$ cat config.mk
export PLATFORM = sky130hd
export DESIGN_NAME = button_click_classifier
export DESIGN_NICKNAME = d
export VERILOG_FILES = /design/src/hw/rtl/bcc_pkg.sv /design/src/hw/rtl/button_click_classifier.sv /design/src/hw/rtl/bcc_alu.sv /design/src/hw/rtl/bcc_fifo.sv
export SDC_FILE = /design/constraint.sdc
export NUM_CORES = 2
export LEC_CHECK = 0
export ABC_AREA = 1
export BUFFER_PORTS_ARGS = -buffer_cell sky130_fd_sc_hd__buf_2
export CAP_MARGIN = 25
export CORE_ASPECT_RATIO = 0.9
export CORE_MARGIN = 1
export CORE_UTILIZATION = 40
export CTS_CLUSTER_DIAMETER = 150
export DETAILED_ROUTE_END_ITERATION = 7
export GPL_TIMING_DRIVEN = 0
export PLACE_DENSITY = 0.67
export SETUP_SLACK_MARGIN = 0.3
export SYNTH_ARGS = -nofsm -noshare
export SYNTH_HDL_FRONTEND = slang
export SYNTH_HIERARCHICAL = 1
export SYNTH_SLANG_ARGS = --single-unit
$ cat constraint.sdc
create_clock -name aclk -period 14.8 [get_ports aclk]
set_input_delay 0 -clock aclk [delete_from_list [all_inputs] [get_ports aclk]]
set_output_delay 0 -clock aclk [all_outputs]
set_load 0.05 [all_outputs]
$ cat src/hw/rtl/bcc_pkg.sv
// ----------------------------------------------------------------------------
// bcc_pkg
// Shared types and constants of the button click classifier: command and
// event codes, register indexes, reset values and the compare unit records.
// ----------------------------------------------------------------------------
package bcc_pkg;

    localparam int CMD_W   = 2;
    localparam int TIME_W  = 32;
    localparam int PIN_W   = 8;
    localparam int LVL_W   = 8;
    localparam int CFG_W   = 16;
    localparam int CFG_IDX_W = 2;
    localparam int EVB_W   = 3;
    localparam int KIND_W  = 2;
    localparam int S_DATA_W = 56;
    localparam int M_DATA_W = 8;

    localparam logic [CMD_W-1:0] CMD_EDGE = 2'd0;
    localparam logic [CMD_W-1:0] CMD_TICK = 2'd1;
    localparam logic [CMD_W-1:0] CMD_POP  = 2'd2;

    localparam logic [KIND_W-1:0] KIND_SINGLE     = 2'd0;
    localparam logic [KIND_W-1:0] KIND_DOUBLE     = 2'd1;
    localparam logic [KIND_W-1:0] KIND_HOLD       = 2'd2;
    localparam logic [KIND_W-1:0] KIND_HOLD_CLICK = 2'd3;

    localparam logic [CFG_IDX_W-1:0] REG_DOUBLE_WINDOW = 2'd0;
    localparam logic [CFG_IDX_W-1:0] REG_HOLD_REPEAT   = 2'd1;
    localparam logic [CFG_IDX_W-1:0] REG_DEBOUNCE      = 2'd2;

    localparam logic [CFG_W-1:0] DOUBLE_WINDOW_RST = 16'd250;
    localparam logic [CFG_W-1:0] HOLD_REPEAT_RST   = 16'd250;
    localparam logic [CFG_W-1:0] DEBOUNCE_RST      = 16'd20;

    typedef struct packed {
        logic [EVB_W-1:0]  button;
        logic [KIND_W-1:0] kind;
    } event_t;

    typedef struct packed {
        logic [TIME_W-1:0] a;
        logic [TIME_W-1:0] b;
        logic [CFG_W-1:0]  thr;
    } alu_req_t;

    typedef struct packed {
        logic a_lt_b;
        logic diff_lt_thr;
        logic diff_gt_thr;
    } alu_rsp_t;

endpackage

$ cat src/hw/rtl/button_click_classifier.sv
// ----------------------------------------------------------------------------
// button_click_classifier
// Classifies presses of active-low buttons into single, double, hold and
// hold-click events, queued for a host to pop.
// ----------------------------------------------------------------------------
// usage
//   s_ beats carry one command: pin edge, tick scan or pop. only a pop beat
//   produces an m_ beat, holding one event or the empty marker.
//   a pop beat is answered in the cycle after it is taken; the m_ side has an
//   output register, so a pending result holds while m_tready is low and
//   s_tready stays low for every command until that result beat is taken.
//   an edge beat passes state E0, and E1 for an accepted press. a tick beat
//   steps a sequencer over the buttons with one shared subtract/compare unit:
//   a button not waiting passes T0 only, one raising a hold-click and a hold
//   passes T0, T1, T3, T4 and T5. s_tready is low while the sequencer runs.
//   reset clears all time stamps, the waiting mask, the queue and loads the
//   register defaults (250, 250, 20 ms); there is no clearing pass.
//   registers are written through cfg_we/cfg_index/cfg_data; the user must
//   write them only while idle, as the block itself does not enforce it.
// ----------------------------------------------------------------------------
module button_click_classifier
    import bcc_pkg::*;
#(
    parameter int BUTTONS     = 8,
    parameter int QUEUE_DEPTH = 3
)(
    input  logic                 aclk,
    input  logic                 aresetn,
    input  logic                 s_tvalid,
    output logic                 s_tready,
    // cmd, now_ms, edge_pin, edge_value, pin_levels, zero pad
    input  logic [S_DATA_W-1:0]  s_tdata,
    output logic                 m_tvalid,
    input  logic                 m_tready,
    // event_valid, event_button, event_kind, zero pad
    output logic [M_DATA_W-1:0]  m_tdata,
    input  logic                 cfg_we,
    input  logic [CFG_IDX_W-1:0] cfg_index,
    input  logic [CFG_W-1:0]     cfg_data
);

    localparam int BTN_W = (BUTTONS > 1) ? $clog2(BUTTONS) : 1;

    localparam logic [3:0] ST_IDLE = 4'd0;
    localparam logic [3:0] ST_E0   = 4'd1;
    localparam logic [3:0] ST_E1   = 4'd2;
    localparam logic [3:0] ST_T0   = 4'd3;
    localparam logic [3:0] ST_T1   = 4'd4;
    localparam logic [3:0] ST_T2   = 4'd5;
    localparam logic [3:0] ST_T3   = 4'd6;
    localparam logic [3:0] ST_T4   = 4'd7;
    localparam logic [3:0] ST_T5   = 4'd8;

    logic [CMD_W-1:0]  in_cmd;
    logic [TIME_W-1:0] in_now;
    logic [PIN_W-1:0]  in_pin;
    logic              in_value;
    logic [LVL_W-1:0]  in_levels;

    assign in_cmd    = s_tdata[1:0];
    assign in_now    = s_tdata[33:2];
    assign in_pin    = s_tdata[41:34];
    assign in_value  = s_tdata[42];
    assign in_levels = s_tdata[50:43];

    logic [3:0]        state_reg, state_next;
    logic [BTN_W-1:0]  btn_reg, btn_next;
    logic              pin_ok_reg, pin_ok_next;
    logic [TIME_W-1:0] now_reg, now_next;
    logic              value_reg, value_next;
    logic [LVL_W-1:0]  levels_reg, levels_next;

    logic [CFG_W-1:0]  dwin_reg, dwin_next;
    logic [CFG_W-1:0]  hrep_reg, hrep_next;
    logic [CFG_W-1:0]  deb_reg, deb_next;

    logic [TIME_W-1:0] press_reg [BUTTONS];
    logic [TIME_W-1:0] press_next [BUTTONS];
    logic [TIME_W-1:0] release_reg [BUTTONS];
    logic [TIME_W-1:0] release_next [BUTTONS];
    logic [TIME_W-1:0] hold_reg [BUTTONS];
    logic [TIME_W-1:0] hold_next [BUTTONS];
    logic [BUTTONS-1:0] waiting_reg, waiting_next;
    logic [TIME_W-1:0] last_edge_reg, last_edge_next;

    logic              m_tvalid_reg, m_tvalid_next;
    logic              ev_valid_reg, ev_valid_next;
    event_t            ev_reg, ev_next;

    alu_req_t          alu_req;
    alu_rsp_t          alu_rsp;
    logic              push_en, pop_en;
    event_t            push_data, head_data;
    logic              fifo_full, fifo_empty;
    logic              s_acc, last_btn;

    bcc_alu u_alu (
        .req (alu_req),
        .rsp (alu_rsp)
    );

    bcc_fifo #(
        .DEPTH (QUEUE_DEPTH)
    ) u_fifo (
        .aclk      (aclk),
        .aresetn   (aresetn),
        .push_en   (push_en),
        .push_data (push_data),
        .pop_en    (pop_en),
        .head_data (head_data),
        .full      (fifo_full),
        .empty     (fifo_empty)
    );

    assign s_tready = (state_reg == ST_IDLE) && (!m_tvalid_reg || m_tready);
    assign s_acc    = s_tvalid && s_tready;
    assign last_btn = btn_reg == BTN_W'(BUTTONS - 1);
    assign m_tvalid = m_tvalid_reg;
    assign m_tdata  = {2'b00, ev_reg.kind, ev_reg.button, ev_valid_reg};

    // operand select for the shared compare unit
    always_comb begin
        alu_req.a   = now_reg;
        alu_req.b   = press_reg[btn_reg];
        alu_req.thr = dwin_reg;
        unique case (state_reg)
            ST_E0: begin
                alu_req.b   = last_edge_reg;
                alu_req.thr = deb_reg;
            end
            ST_T1: begin
                alu_req.a = press_reg[btn_reg];
                alu_req.b = release_reg[btn_reg];
            end
            ST_T2: begin
                alu_req.a = hold_reg[btn_reg];
                alu_req.b = press_reg[btn_reg];
            end
            ST_T3: begin
                alu_req.b   = hold_reg[btn_reg];
                alu_req.thr = hrep_reg;
            end
            ST_T4: begin
                alu_req.a = release_reg[btn_reg];
                alu_req.b = hold_reg[btn_reg];
            end
            default: begin
            end
        endcase
    end

    always_comb begin
        state_next     = state_reg;
        btn_next       = btn_reg;
        pin_ok_next    = pin_ok_reg;
        now_next       = now_reg;
        value_next     = value_reg;
        levels_next    = levels_reg;
        dwin_next      = dwin_reg;
        hrep_next      = hrep_reg;
        deb_next       = deb_reg;
        press_next     = press_reg;
        release_next   = release_reg;
        hold_next      = hold_reg;
        waiting_next   = waiting_reg;
        last_edge_next = last_edge_reg;
        m_tvalid_next  = m_tvalid_reg && !m_tready;
        ev_valid_next  = ev_valid_reg;
        ev_next        = ev_reg;
        push_en        = 1'b0;
        push_data.button = EVB_W'(btn_reg);
        push_data.kind   = KIND_SINGLE;
        pop_en         = 1'b0;

        if (cfg_we) begin
            unique case (cfg_index)
                REG_DOUBLE_WINDOW: dwin_next = cfg_data;
                REG_HOLD_REPEAT:   hrep_next = cfg_data;
                REG_DEBOUNCE:      deb_next  = cfg_data;
                default: begin
                end
            endcase
        end

        unique case (state_reg)
            ST_IDLE: begin
                if (s_acc) begin
                    now_next    = in_now;
                    value_next  = in_value;
                    levels_next = in_levels;
                    unique case (in_cmd)
                        CMD_EDGE: begin
                            btn_next    = in_pin[BTN_W-1:0];
                            pin_ok_next = in_pin < PIN_W'(BUTTONS);
                            state_next  = ST_E0;
                        end
                        CMD_TICK: begin
                            btn_next   = '0;
                            state_next = ST_T0;
                        end
                        CMD_POP: begin
                            pop_en        = 1'b1;
                            m_tvalid_next = 1'b1;
                            ev_valid_next = !fifo_empty;
                            ev_next       = fifo_empty ? '0 : head_data;
                        end
                        default: begin
                        end
                    endcase
                end
            end
            ST_E0: begin
                last_edge_next = now_reg;
                state_next     = ST_IDLE;
                if (alu_rsp.diff_gt_thr && pin_ok_reg) begin
                    if (!value_reg) begin
                        state_next = ST_E1;
                    end else begin
                        release_next[btn_reg] = now_reg;
                    end
                end
            end
            ST_E1: begin
                if (alu_rsp.diff_lt_thr) begin
                    push_en                = 1'b1;
                    push_data.kind         = KIND_DOUBLE;
                    waiting_next[btn_reg]  = 1'b0;
                end else begin
                    waiting_next[btn_reg]  = 1'b1;
                end
                press_next[btn_reg] = now_reg;
                state_next          = ST_IDLE;
            end
            ST_T0: begin
                if (!waiting_reg[btn_reg] || alu_rsp.diff_lt_thr) begin
                    state_next = last_btn ? ST_IDLE : ST_T0;
                    btn_next   = last_btn ? btn_reg : btn_reg + 1'b1;
                end else begin
                    state_next = ST_T1;
                end
            end
            ST_T1: begin
                state_next = alu_rsp.a_lt_b ? ST_T2 : ST_T3;
            end
            ST_T2: begin
                if (alu_rsp.a_lt_b) begin
                    push_en               = 1'b1;
                    push_data.kind        = KIND_SINGLE;
                    waiting_next[btn_reg] = 1'b0;
                end
                state_next = last_btn ? ST_IDLE : ST_T0;
                btn_next   = last_btn ? btn_reg : btn_reg + 1'b1;
            end
            ST_T3: begin
                if (!alu_rsp.diff_lt_thr && !levels_reg[btn_reg]) begin
                    state_next = ST_T4;
                end else begin
                    state_next = last_btn ? ST_IDLE : ST_T0;
                    btn_next   = last_btn ? btn_reg : btn_reg + 1'b1;
                end
            end
            ST_T4: begin
                // hold stamp not after release: first hold of this press
                if (!alu_rsp.a_lt_b) begin
                    push_en        = 1'b1;
                    push_data.kind = KIND_HOLD_CLICK;
                end
                state_next = ST_T5;
            end
            ST_T5: begin
                push_en            = 1'b1;
                push_data.kind     = KIND_HOLD;
                hold_next[btn_reg] = now_reg;
                state_next = last_btn ? ST_IDLE : ST_T0;
                btn_next   = last_btn ? btn_reg : btn_reg + 1'b1;
            end
            default: begin
                state_next = ST_IDLE;
            end
        endcase
    end

    always_ff @(posedge aclk) begin
        if (!aresetn) begin
            state_reg     <= ST_IDLE;
            btn_reg       <= '0;
            pin_ok_reg    <= 1'b0;
            dwin_reg      <= DOUBLE_WINDOW_RST;
            hrep_reg      <= HOLD_REPEAT_RST;
            deb_reg       <= DEBOUNCE_RST;
            waiting_reg   <= '0;
            last_edge_reg <= '0;
            m_tvalid_reg  <= 1'b0;
            for (int i = 0; i < BUTTONS; i++) begin
                press_reg[i]   <= '0;
                release_reg[i] <= '0;
                hold_reg[i]    <= '0;
            end
        end else begin
            state_reg     <= state_next;
            btn_reg       <= btn_next;
            pin_ok_reg    <= pin_ok_next;
            dwin_reg      <= dwin_next;
            hrep_reg      <= hrep_next;
            deb_reg       <= deb_next;
            waiting_reg   <= waiting_next;
            last_edge_reg <= last_edge_next;
            m_tvalid_reg  <= m_tvalid_next;
            press_reg     <= press_next;
            release_reg   <= release_next;
            hold_reg      <= hold_next;
        end
    end

    always_ff @(posedge aclk) begin
        now_reg      <= now_next;
        value_reg    <= value_next;
        levels_reg   <= levels_next;
        ev_valid_reg <= ev_valid_next;
        ev_reg       <= ev_next;
    end

    assert property (@(posedge aclk) disable iff (!aresetn)
        s_acc && in_cmd == CMD_TICK |=> state_reg == ST_T0 && btn_reg == '0)
        else $error("tick scan did not start at the first button");

    assert property (@(posedge aclk) disable iff (!aresetn)
        s_acc && in_cmd == CMD_POP |=> m_tvalid)
        else $error("pop beat produced no result beat");

    assert property (@(posedge aclk) disable iff (!aresetn)
        state_reg == ST_T2 && alu_rsp.a_lt_b |=> !waiting_reg[$past(btn_reg)])
        else $error("single left the button waiting");

    assert property (@(posedge aclk) disable iff (!aresetn)
        state_reg != ST_IDLE |-> !s_tready)
        else $error("input taken while sequencer busy");

endmodule

$ cat src/hw/rtl/bcc_alu.sv
// ----------------------------------------------------------------------------
// bcc_alu
// Shared time compare unit: one 32-bit subtract giving a - b modulo 2^32,
// the unsigned order of a and b, and the difference against a threshold.
// ----------------------------------------------------------------------------
module bcc_alu
    import bcc_pkg::*;
(
    input  alu_req_t req,
    output alu_rsp_t rsp
);

    logic [TIME_W:0]   sub;
    logic [TIME_W-1:0] diff;
    logic [TIME_W-1:0] thr_ext;

    assign sub     = {1'b0, req.a} - {1'b0, req.b};
    assign diff    = sub[TIME_W-1:0];
    assign thr_ext = TIME_W'(req.thr);

    assign rsp.a_lt_b      = sub[TIME_W];
    assign rsp.diff_lt_thr = diff < thr_ext;
    assign rsp.diff_gt_thr = diff > thr_ext;

endmodule

$ cat src/hw/rtl/bcc_fifo.sv
// ----------------------------------------------------------------------------
// bcc_fifo
// Small event queue with head and tail pointers and a fill count; a push
// into a full queue is dropped.
// ----------------------------------------------------------------------------
module bcc_fifo
    import bcc_pkg::*;
#(
    parameter int DEPTH = 3
)(
    input  logic   aclk,
    input  logic   aresetn,
    input  logic   push_en,
    input  event_t push_data,
    input  logic   pop_en,
    output event_t head_data,
    output logic   full,
    output logic   empty
);

    localparam int CNT_W = $clog2(DEPTH + 1);
    localparam int PTR_W = (DEPTH > 1) ? $clog2(DEPTH) : 1;

    event_t             mem_reg [DEPTH];
    logic [PTR_W-1:0]   head_reg, head_next;
    logic [PTR_W-1:0]   tail_reg, tail_next;
    logic [CNT_W-1:0]   count_reg, count_next;
    logic               do_push, do_pop;

    assign full      = count_reg == CNT_W'(DEPTH);
    assign empty     = count_reg == '0;
    assign head_data = mem_reg[head_reg];
    assign do_push   = push_en && !full;
    assign do_pop    = pop_en && !empty;

    always_comb begin
        head_next  = head_reg;
        tail_next  = tail_reg;
        count_next = count_reg;
        if (do_push) begin
            tail_next = (tail_reg == PTR_W'(DEPTH - 1)) ? '0 : tail_reg + 1'b1;
        end
        if (do_pop) begin
            head_next = (head_reg == PTR_W'(DEPTH - 1)) ? '0 : head_reg + 1'b1;
        end
        if (do_push && !do_pop) begin
            count_next = count_reg + 1'b1;
        end else if (do_pop && !do_push) begin
            count_next = count_reg - 1'b1;
        end
    end

    always_ff @(posedge aclk) begin
        if (!aresetn) begin
            head_reg  <= '0;
            tail_reg  <= '0;
            count_reg <= '0;
        end else begin
            head_reg  <= head_next;
            tail_reg  <= tail_next;
            count_reg <= count_next;
        end
    end

    always_ff @(posedge aclk) begin
        if (do_push) begin
            mem_reg[tail_reg] <= push_data;
        end
    end

    assert property (@(posedge aclk) disable iff (!aresetn)
        count_reg <= CNT_W'(DEPTH))
        else $error("event queue count above depth");

    assert property (@(posedge aclk) disable iff (!aresetn)
        push_en && full && !pop_en |=> $stable(count_reg))
        else $error("push into full queue changed the count");

endmodule

* After elaboration in Yosys (flattened, before gate mapping)
Memory sizes are Yosys's and may differ from the RTL's. A register that Yosys moved wholly into a read port is not among the register bits.
Index checks and enable logic that the tools add are counted.
** Storage, ports and cells
- Logic and storage cells :: 180
- Memories :: 1
- RAM bits :: 15
- Bits of input ports :: 79
- Bits in registers :: 913
- Output and inout bits :: 10
** Cells by class
- Reduce and logical (&&, ||, !) cells :: 41
- Bitwise operators :: 4
- Magnitude comparators :: 7
- $add $sub $neg :: 6
- Muxes and demuxes :: 60
- Equal/unequal tests :: 21
** Memories
- u_fifo.mem_reg :: depth 3, width 5, read ports 1, clocked after memory_dff 1, write ports 1, line bcc_fifo.sv:24 : event_t mem_reg [DEPTH];
** Operators by type and width (count)
- 256-bit bitwise mux :: 3
- 32-bit binary-select mux with 3-bit select :: 3
- 32-bit 2-to-1 mux :: 7
- 32-bit case mux with 3 select lines :: 2
- 32-bit demux with 3-bit select :: 1
- 32-bit by 32-bit subtractor with 33-bit output :: 1
- 32-bit by 16-bit > comparator with 1-bit output :: 1
- 32-bit by 16-bit < comparator with 1-bit output :: 1
- 16-bit case mux with 2 select lines :: 1
- 4-bit case mux with 7 select lines :: 1
- 2-bit 2-to-1 mux :: 9
- 3-bit 2-to-1 mux :: 6
- 4-bit by 3-bit == test with 1-bit output, second input constant :: 4
- 8-bit 2-to-1 mux :: 2
- 8-bit case mux with 2 select lines :: 1
- 1-bit 2-to-1 mux :: 15
- 3-bit case mux with 4 select lines :: 1
- 2-bit AND reduction :: 6
- 1-bit logical AND :: 11
- 2-bit == test, second input constant :: 5
- 1-bit logical NOT :: 9
- 3-bit AND reduction :: 3
- 8-bit bitwise AND :: 1
- 4-bit by 2-bit == test with 1-bit output, second input constant :: 2
- 32 further kinds :: 43

* Depth between registers and ports, before layout
- Depth after elaboration :: 14
- Mapped depth :: 44
- Gate-level depth less buffers :: 41

* By module
Netlist, hierarchy kept.
** Modules (own cells, without submodules)
- button_click_classifier :: seq. area each 18728.0 um2, area an instance 39480.4 um2, cells each 5705, times used 1
- bcc_alu :: seq. area each 0.0 um2, area an instance 3168.0 um2, cells each 652, times used 1
- bcc_fifo :: seq. area each 610.6 um2, area an instance 912.1 um2, cells each 89, times used 1

* Worst setup path before layout
OpenSTA, ideal clock, no wires.
- Path type :: register -> register
- Start :: register btn_reg[0]
- End :: memory u_fifo/mem_reg[2][0] in the netlist's numbering, enable pin
- Arrival :: 4.556 ns
- Library setup time :: 0.374 ns
- Cell stages (with the launch flop) :: 30
- Slack :: 9.870 ns
- Cells stage by stage :: dfxtp_1 > buf_2 > nand3_2 > clkinv_1 > buf_2 > clkbuf_1 > nand2_1 > nand4_1 > nand2_1 > nand4_1 > inv_1 > ha_1 > nand2_2 > inv_1 > a21oi_1 > nand2_2 > xor2_1 > ha_1 > a21oi_1 > o21ai_0 > o21bai_1 > nand3_1 > o2111ai_1 > nor2_2 > inv_1 > o21ai_0 > nor2_1 > o21ai_0 > nand2_4 > nor3_1
** RTL lines
- start: declaration :: line button_click_classifier.sv:67 : logic [BTN_W-1:0] btn_reg, btn_next;
- start signal: assignment :: line button_click_classifier.sv:301 : btn_reg <= btn_next;
- end: declaration :: line bcc_fifo.sv:24

==> impl_metrics.env <==
export IMPL_cts_root_buf="clkbuf_16"
export IMPL_timing_hold_ws_ns=0.00243
export IMPL_powerDensity_mw_per_mm2=121
export IMPL_max_cap_viol_count=0
export IMPL_most_common_layout_cells="nand2_1 (1377), nor2_1 (1235), dfxtp_1 (873)"
export IMPL_final_common_cell="nand2_1"
export IMPL_clockBufferDepth=3
export IMPL_slew_violations=0
export IMPL_cts_tree="yes"
export IMPL_timing_rr_end="u_fifo/mem_reg[2][2]"
export IMPL_fp_dieW_um=350
export IMPL_coreArea_mm2=0.108
export IMPL_die_h_um=315
export IMPL_yosysWarnings=6
export IMPL_vias=48246
export IMPL_post_route_drc_count=5
export IMPL_drive_gt1_share_pct=7.01
export IMPL_hold_depth=2
export IMPL_start_kind="flip-flop"
export IMPL_htree_levels=3
export IMPL_fin_nets=6895
export IMPL_path_common_cell="nand2_1"
export IMPL_maxSlewHeadroom_pct=13.0
export IMPL_stdcell_area_mm2=0.0507
export IMPL_grt_max_degree=36
export IMPL_antenna_found_initial=15
export IMPL_wire_per_inst_um=26.4
export IMPL_grt_pass1_vias=43206
export IMPL_critical_path_required_ns=15.12
export IMPL_place_area_mm2=0.0462
export IMPL_cts_made_buffers=98
export IMPL_clk_pin_slew_ns=0.06
export IMPL_die_area_mm2=0.110
export IMPL_post_cts_buffers=0
export IMPL_period_minus_slack_ns=8.22
export IMPL_fillCellCount=10942
export IMPL_hold_path_class="in -> reg"
export IMPL_initial_core_util_pct=40.4
export IMPL_ir_drop_mv=0.0928
export IMPL_viasPerCell=5.81
export IMPL_grt_setup_unrepaired="no"
export IMPL_finalSetupViolCount=0
export IMPL_hold_start="s_tdata[14]"
export IMPL_worst_path_max_delay_cell="a21oi_1"
export IMPL_multi_input_area_mm2=0.0203
export IMPL_grtUsageTotal_pct=38.8
export IMPL_reg2reg_from="btn_reg[0]"
export IMPL_critPathMaxFanout=10
export IMPL_row_count=114
export IMPL_register_area_mm2=0.0193
export IMPL_cts_sinks=935
export IMPL_drt_total_wl_um=219000
export IMPL_violations="design-rule violations"
export IMPL_leakagePower_uw=0.0211
export IMPL_fin_tns_setup_ns=0
export IMPL_synthCells=6445
export IMPL_grt_overflow_total=0
export IMPL_reg2reg_depth=31
export IMPL_critPathArrivalTime_ns=8.55
export IMPL_syn_area_per_cell_um2=6.76
export IMPL_hold_viol_final=0
export IMPL_clock_latency_ns=0.76
export IMPL_period_share_pct=55.6
export IMPL_cts_resized=0
export IMPL_max_stage_delay_ns=0.68
export IMPL_timing_fmax_mhz=122
export IMPL_areaGrowthSynthToFinish_pct=16.4
export IMPL_gp_congestion=1.10
export IMPL_worst_slew_pin_slew_ns=1.31
export IMPL_grt_first_pass_wirelength_um=306000
export IMPL_outcome="complete, but fails checks"
export IMPL_skew_ns=0.0638
export IMPL_io_buffers=81
export IMPL_regToRegSetupSlack_ns=6.58
export IMPL_ctsHoldBuffers=103
export IMPL_end_kind="flip-flop"
export IMPL_drt_iter0_drc=8557
export IMPL_whs_endpoint="now_reg[12]"
export IMPL_io_pins=89
export IMPL_place_hpwl_um=160000
export IMPL_netlist_area_mm2=0.0436
export IMPL_setup_worst_path_class="reg -> reg"
export IMPL_dr_pass1_iters=8
export IMPL_antenna_left=0
metal layers:
metal	vias to the layer above	wire (um)	global-route usage, %
li1	21342	-	-
met1	22547	82200	49.6
met2	3557	84500	53.0
met3	782	36000	16.3
met4	18	16500	25.2
met5	-	150	0
where the power goes:
group / switching [uW] / internal, uW / total (uW)
logic: 726 / 206 / 932
registers: 17.9 / 2580 / 2600
clock network: 1140 / 1480 / 2620
worst max-delay path by stage:
stage                from                   end  slack, ns  cells past startpoint
5_1_grt        btn_reg[0]  u_fifo/mem_reg[2][2]       6.41                     31
3_5_place_dp   btn_reg[2]  u_fifo/mem_reg[2][2]       7.09                     33
4_1_cts        btn_reg[2]  u_fifo/mem_reg[2][2]       7.06                     33
2_1_floorplan  btn_reg[0]  u_fifo/mem_reg[2][0]       9.87                     29
6_report       btn_reg[0]  u_fifo/mem_reg[2][2]       6.58                     31
3_3_place_gp   btn_reg[2]  u_fifo/mem_reg[2][2]       6.81                     29
worst max-delay path, delay by kind of cell, from the launching register on:
kind | cells | cell delay [ns]
and+or+nand+nor | 18 | 3.36
adders and majority gates | 2 | 0.70
DFF | 1 | 0.46
AOI/OAI and AO/OA | 4 | 1.61
buffers and inverters | 6 | 1.42
xor gates and xnor gates | 1 | 0.26
through the flow:
step | utilization [%] | total power, uW | instances | setup slack, ns
2_1_floorplan | - | 3070 | 6446 | 9.87
3_3_place_gp | 42.5 | 3470 | 7977 | 6.81
3_5_place_dp | 42.9 | 3490 | 8003 | 7.09
4_1_cts | 46.9 | 6060 | 8285 | 7.06
5_1_grt | 47.0 | 6240 | 8294 | 6.41
6_report | 47.1 | 6150 | 8305 | 6.58
cell type report:
class	instances	area share, %
multi-input cells	4507	40.0
flip-flops and latches	935	38.2
clock buffers	146	5.71
plain buffers	496	4.04
repair buffers	218	3.84
inverters	508	3.76
well taps	1450	3.58
clock inverters	33	0.862
diodes	12	0.0592
(Power assumes the default switching activity.)
